### src/hw/rtl/spq_pkg.sv
// Package for the sorted max priority queue: entry and control types,
// operation and status codes, and the default depth.
// Used by spq_cell, sorted_priority_queue_max_core and spq_chk.
package spq_pkg;

  // Default number of entries held by the queue.
  localparam int unsigned QUEUE_DEPTH_DEF = 16;

  // Field widths of one beat.
  localparam int unsigned DATA_W = 32;
  localparam int unsigned OCC_W  = 5;
  localparam int unsigned STAT_W = 2;

  // Operation codes carried on in_tuser.
  localparam logic OP_INSERT = 1'b0;
  localparam logic OP_POP    = 1'b1;

  // Status codes of a result beat.
  localparam logic [STAT_W-1:0] ST_OK        = 2'd0;
  localparam logic [STAT_W-1:0] ST_OVERFLOW  = 2'd1;
  localparam logic [STAT_W-1:0] ST_UNDERFLOW = 2'd2;

  // One stored entry.
  typedef struct packed {
    logic signed [DATA_W-1:0] value;
    logic signed [DATA_W-1:0] prio;
  } spq_entry_t;

  // Control broadcast to every cell of the chain.
  typedef struct packed {
    logic       ins_en;     // accepted insert into a queue that is not full
    logic       pop_en;     // accepted pop from a queue that is not empty
    logic       new_front;  // the new entry goes to the head
    spq_entry_t new_ent;    // entry being inserted
  } spq_ctrl_t;

endpackage

### src/hw/rtl/sorted_priority_queue_max_core.sv
// Sorted max priority queue built as a chain of compare-and-shift cells.
// A result beat is registered and appears in the cycle after its input beat is accepted.
// Throughput: one insert or pop per cycle while out_tready holds; each cell does one compare a cycle.
// An output register parts the two sides, so a new beat is taken in the cycle
// that a waiting result drains. Reset (rst_n low, synchronous) empties the
// queue and drops any pending result; stored entries are left as they are.
module sorted_priority_queue_max_core #(
  parameter int unsigned QUEUE_DEPTH = spq_pkg::QUEUE_DEPTH_DEF
) (
  input  logic        clk,
  input  logic        rst_n,
  input  logic        in_tvalid,
  output logic        in_tready,
  input  logic [63:0] in_tdata,   // [31:0] entry_value, [63:32] entry_priority
  input  logic        in_tuser,   // [0] opcode
  output logic        out_tvalid,
  input  logic        out_tready,
  output logic [71:0] out_tdata   // [31:0] front_value, [63:32] front_priority,
                                  // [68:64] occupancy, [69] queue_empty,
                                  // [71:70] status
);
  import spq_pkg::*;

  localparam int unsigned CNT_W = $clog2(QUEUE_DEPTH + 1);

  logic [CNT_W-1:0] count_r, count_nxt;
  logic             out_valid_r;
  spq_entry_t       out_front_r;
  logic [OCC_W-1:0] out_occ_r;
  logic             out_empty_r;
  logic [STAT_W-1:0] out_status_r, status_nxt;

  logic       accept, is_pop, full, empty;
  spq_ctrl_t  ctrl;

  logic       occ [QUEUE_DEPTH];
  logic       gt  [QUEUE_DEPTH];
  logic       ge  [QUEUE_DEPTH];
  spq_entry_t ents    [QUEUE_DEPTH];
  spq_entry_t ents_nxt[QUEUE_DEPTH];

  // Input handshake: take a beat whenever the output register is free or drains.
  assign in_tready = ~out_valid_r | out_tready;
  assign accept    = in_tvalid & in_tready;
  assign is_pop    = (in_tuser == OP_POP);
  assign full      = (count_r == CNT_W'(QUEUE_DEPTH));
  assign empty     = (count_r == '0);

  // Broadcast control for the chain. The new entry takes the head only when
  // its priority is strictly above the head's, so a tie stays behind it.
  always_comb begin
    ctrl.ins_en        = accept & ~is_pop & ~full;
    ctrl.pop_en        = accept & is_pop & ~empty;
    ctrl.new_ent.value = in_tdata[31:0];
    ctrl.new_ent.prio  = in_tdata[63:32];
    ctrl.new_front     = ~occ[0] | (~gt[0] & (ents[0].prio != ctrl.new_ent.prio));
  end

  // The chain of cells.
  for (genvar i = 0; i < QUEUE_DEPTH; i++) begin : g_cell
    assign occ[i] = (count_r > CNT_W'(i));
    if (i == 0) begin : g_head
      spq_cell #(.HEAD_CELL(1'b1)) u_cell (
        .clk      (clk),
        .ctrl     (ctrl),
        .occ      (occ[i]),
        .left_ge  (1'b0),
        .left_ent (ctrl.new_ent),
        .right_ent(ents[(QUEUE_DEPTH > 1) ? 1 : 0]),
        .gt       (gt[i]),
        .ge       (ge[i]),
        .ent      (ents[i]),
        .ent_nxt  (ents_nxt[i])
      );
    end else begin : g_body
      spq_cell #(.HEAD_CELL(1'b0)) u_cell (
        .clk      (clk),
        .ctrl     (ctrl),
        .occ      (occ[i]),
        .left_ge  (ge[i-1]),
        .left_ent (ents[i-1]),
        .right_ent(ents[(i + 1 < QUEUE_DEPTH) ? i + 1 : i]),
        .gt       (gt[i]),
        .ge       (ge[i]),
        .ent      (ents[i]),
        .ent_nxt  (ents_nxt[i])
      );
    end
  end

  // Count update and status of the step.
  always_comb begin
    count_nxt  = count_r;
    status_nxt = ST_OK;
    if (ctrl.ins_en) begin
      count_nxt = count_r + 1'b1;
    end else if (ctrl.pop_en) begin
      count_nxt = count_r - 1'b1;
    end
    if (~is_pop & full) begin
      status_nxt = ST_OVERFLOW;
    end else if (is_pop & empty) begin
      status_nxt = ST_UNDERFLOW;
    end
  end

  // Control registers.
  always_ff @(posedge clk) begin
    if (!rst_n) begin
      count_r     <= '0;
      out_valid_r <= 1'b0;
    end else begin
      if (accept) begin
        count_r <= count_nxt;
      end
      if (accept) begin
        out_valid_r <= 1'b1;
      end else if (out_tready) begin
        out_valid_r <= 1'b0;
      end
    end
  end

  // Result register: the front after the step, zero when the queue is empty.
  always_ff @(posedge clk) begin
    if (accept) begin
      out_front_r  <= (count_nxt == '0) ? '0 : ents_nxt[0];
      out_occ_r    <= OCC_W'(count_nxt);
      out_empty_r  <= (count_nxt == '0);
      out_status_r <= status_nxt;
    end
  end

  assign out_tvalid = out_valid_r;
  assign out_tdata  = {out_status_r, out_empty_r, out_occ_r,
                       out_front_r.prio, out_front_r.value};

endmodule

### src/hw/rtl/spq_cell.sv
// One cell of the sorted queue chain: holds one entry, compares it with the
// incoming priority and shifts toward its neighbors on insert or pop.
// Depends on spq_pkg.
module spq_cell #(
  parameter bit HEAD_CELL = 1'b0
) (
  input  logic                clk,
  input  spq_pkg::spq_ctrl_t  ctrl,
  input  logic                occ,       // this position holds an entry
  input  logic                left_ge,   // left neighbor is at or after the insert point
  input  spq_pkg::spq_entry_t left_ent,
  input  spq_pkg::spq_entry_t right_ent,
  output logic                gt,        // stored priority above the new priority
  output logic                ge,        // this position is at or after the insert point
  output spq_pkg::spq_entry_t ent,
  output spq_pkg::spq_entry_t ent_nxt
);
  import spq_pkg::*;

  spq_entry_t ent_r;

  // Local compare against the incoming priority.
  assign gt = ent_r.prio > ctrl.new_ent.prio;

  // The head decides the front case; deeper cells use the sorted order, so the
  // first cell that is empty or not above the new priority marks the slot.
  assign ge = HEAD_CELL ? ctrl.new_front : (ctrl.new_front | ~occ | ~gt);

  // Next entry: take from the left past the insert point, load at the insert
  // point, take from the right on a pop.
  always_comb begin
    ent_nxt = ent_r;
    if (ctrl.ins_en) begin
      if (left_ge) begin
        ent_nxt = left_ent;
      end else if (ge) begin
        ent_nxt = ctrl.new_ent;
      end
    end else if (ctrl.pop_en) begin
      ent_nxt = right_ent;
    end
  end

  // Payload storage, no reset needed.
  always_ff @(posedge clk) begin
    ent_r <= ent_nxt;
  end

  assign ent = ent_r;

endmodule

### config.mk
export PLATFORM = sky130hd
export DESIGN_NAME = sorted_priority_queue_max_core
export DESIGN_NICKNAME = d
export VERILOG_FILES = /design/src/hw/rtl/spq_pkg.sv /design/src/hw/rtl/sorted_priority_queue_max_core.sv /design/src/hw/rtl/spq_cell.sv
export SDC_FILE = /design/constraint.sdc
export NUM_CORES = 2
export LEC_CHECK = 0
export ABC_AREA = 1
export BUFFER_PORTS_ARGS = -buffer_cell sky130_fd_sc_hd__buf_2
export CAP_MARGIN = 20
export CORE_ASPECT_RATIO = 1.75
export CORE_UTILIZATION = 35
export CTS_BUF_LIST = sky130_fd_sc_hd__clkbuf_4
export DETAILED_ROUTE_END_ITERATION = 8
export PLACE_DENSITY_LB_ADDON = 0.25
export SYNTH_ARGS = -nofsm -noshare
export SYNTH_HDL_FRONTEND = slang
export SYNTH_SLANG_ARGS = --single-unit
### constraint.sdc
create_clock -name clk -period 7.24 [get_ports clk]
set_input_delay 0.724 -clock clk [delete_from_list [all_inputs] [get_ports clk]]
set_output_delay 0.724 -clock clk [all_outputs]
set_load 0.02 [all_outputs]
==> impl_metrics.env <==
export IMPL_outcome="finished clean"
export IMPL_relSlewSlack_pct=13.3
export IMPL_fin_crit_sh_pct=81.2
export IMPL_grt_max_degree=217
export IMPL_hold_violations=0
export IMPL_placeableCoreArea_um2=205000
export IMPL_area_growth_syn_to_layout_pct=10.2
export IMPL_synth_xor_area_share_pct=0.0363
export IMPL_min_from="in_tdata[29]"
export IMPL_wl_per_cell_um=23.4
export IMPL_insertion_delay_ns=1.25
export IMPL_final_nets=9679
export IMPL_muxShareOfSynthArea_pct=0
export IMPL_synth_compound_area_share_pct=8.30
export IMPL_gp_congestion=0.915
export IMPL_chipHeight_um=604
export IMPL_synth_top_family_by_area="simple AND/OR/NAND/NOR gates"
export IMPL_synth_cells=9098
export IMPL_peakVddDrop_mv=0.338
export IMPL_cts_max_level=5
export IMPL_tightest_slew_ns=1.29
export IMPL_cts_max_path_buffers=4
export IMPL_ant_nets=0
export IMPL_fin_area_um2=79900
export IMPL_drtIter0Drc=6349
export IMPL_maxCapViolations=0
export IMPL_rows=220
export IMPL_critPathRequiredTime_ns=8.17
export IMPL_yosys_area_top_type_share_pct=42.8
export IMPL_hold_depth=3
export IMPL_synth_area_um2=72500
export IMPL_ys_top_cells_by_count="nand2_1, nand3_1, edfxtp_1"
export IMPL_numClockSinks=1102
export IMPL_stdcell_count=11984
export IMPL_wl_um=280000
export IMPL_drive_gt1_share_pct=8.83
export IMPL_yosys_top_cells_area="edfxtp_1, nand2_1, nand3_1"
export IMPL_crit_arrival_ns=6.80
export IMPL_synth_fa_ha_area_share_pct=8.93
export IMPL_fin_tns_setup_ns=0
export IMPL_synth_edf_count=1032
export IMPL_drt_vias_per_instance=5.62
export IMPL_setup_viol_count_final=0
export IMPL_grt_pass1_wl_um=418000
export IMPL_first_pass_iters=6
export IMPL_critPathLaunchType="input pin"
export IMPL_syn_area_per_cell_um2=7.97
export IMPL_worstPathMaxFanout=134
export IMPL_vias=67350
export IMPL_drc_errors=0
export IMPL_rsz0062_at_grt="false"
export IMPL_pwr_density_cell_nw_per_um2=291
export IMPL_die_w_um=346
export IMPL_yosys_warnings=0
export IMPL_initial_core_util_pct=35.3
export IMPL_whs_ns=0.0999
export IMPL_pin_count=143
export IMPL_p_leak_uw=0.0356
export IMPL_ys_seq_area_share_pct=44.7
export IMPL_place_area_um2=75400
export IMPL_crit_type="in2reg"
export IMPL_dieArea_um2=209000
export IMPL_placed_cells=11390
export IMPL_gr_total_overflow=0
export IMPL_async_flop_share_pct=0
export IMPL_hp_class="in2reg"
export IMPL_r2r_cells=12
export IMPL_startpoint="in_tdata[55]"
export IMPL_clockRootBuffer="clkbuf_4"
export IMPL_yosys_area_share_simple_pct=30.0
export IMPL_cp_end_kind="flop"
export IMPL_grt_pass1_vias=66743
export IMPL_drv_slew=0
export IMPL_cts_made_buffers=299
export IMPL_port_buffers=142
export IMPL_cts_tree="built"
export IMPL_grt_usage_pct=26.1
export IMPL_antenna_found_initial=14
export IMPL_syn_nets=9684
export IMPL_ys_types=43
export IMPL_period_needed_ns=5.88
export IMPL_ys_seq_elements=1102
export IMPL_skew_ns=0.101
export IMPL_timing_rr_start="g_cell[0].g_head.u_cell.ent[23]"
export IMPL_synth_area_leader_cell="edfxtp_1"
export IMPL_synth_most_common_cell="nand2_1"
export IMPL_ys_flop_type="edfxtp_1"
export IMPL_dp_hpwl_um=179000
export IMPL_clk_pin_slew_ns=0.07
export IMPL_max_freq_mhz=170
[metal layers]
metal,vias to the layer above,GRT usage (%),wire (µm)
met5,-,0,45
met4,6,17.7,19300
met3,886,3.80,18300
met2,3061,46.4,141000
met1,32154,28.8,101000
li1,31243,-,-
[metrics by stage]
| step | setup WS (ns) | utilization, % | power [µW] |
|---|---|---|---|
| finish | 1.36 | 38.9 | 23200 |
| CTS | 1.50 | 38.9 | 23300 |
| detailed placement | 0.821 | 36.7 | 17200 |
| global route | 1.11 | 38.9 | 24400 |
| global placement | 0.800 | 36.7 | 17100 |
| floorplan | 0.291 | - | 14300 |
[power breakdown]
group	internal (µW)	switching, µW
sequential	8470	700
combinational	1960	6110
clock	3010	2990
[flip-flops by register name, indices dropped and copies added, names as in the netlist]
register and count:
out_status_r 2, out_tdata 64, out_occ_r 5, count_r 5, g_cell.g_head.u_cell.ent 64, out_empty_r 1, out_tvalid 1, g_cell.g_body.u_cell.ent 960
[area by class of cell]
class	count	area, µm²
tap	2664	3330
inverter	770	2910
multi-input combinational	6553	34600
fill	21302	125000
clock buffer	442	3320
antenna	8	20.0
clock inverter	78	472
timing repair buffer	367	2810
sequential	1102	32400
[critical path: stages]
cell and delay (ns):
dlygate4sd3_1 0.55, buf_2 0.31, clkinv_1 0.45, ha_1 0.48, nand2_1 0.09, nor2_1 0.24, nand4_1 0.31, nor3b_2 0.72
nand4_1 0.43, nand3_4 0.51, buf_12 0.50, buf_4 0.67, nand4_1 0.19, nand3_1 0.15, nand2_1 0.06
[cell usage in the layout (no fill, tap or decap), drive strengths merged, types with 22 or more instances in the layout]
master / count
nand2: 2817
nand3: 1401
edfxtp: 1032
inv: 741
ha: 517
a21oi: 464
clkbuf: 442
nand4: 437
buf: 302
nor2: 293
o21ai: 263
o21bai: 192
clkinv: 101
dfxtp: 70
a21boi: 65
dlygate4sd3: 65
o21a: 28
nor3: 22
[kinds of logic (layout without fill, tap and decap cells)]
kind of cell,Yosys count,after routing
and+or+nand+nor,4987,4987
buffers and inverters,1443,1657
DFF,1102,1102
AOI/OAI and AO/OA,1046,1046
adders and majority gates,517,517
xor gates and xnor gates,3,3
other,0,8
[worst paths after layout]
kind / end / slack, ns
setup / recovery: g_cell[9].g_body.u_cell.ent[27] / 1.36
hold / removal: g_cell[2].g_body.u_cell.ent[61] / 0.1
setup reg to reg: g_cell[9].g_body.u_cell.ent[27] / 2.09
hold reg to reg: g_cell[14].g_body.u_cell.ent[37] / 0.50
[repair_timing]
action	in CTS	in global routing
gates resized for setup	0	0
hold buffers	65	0
hold endpoints to repair	389	0
buffers inserted	0	0
No activity file was read; power rests on OpenSTA's default activity.
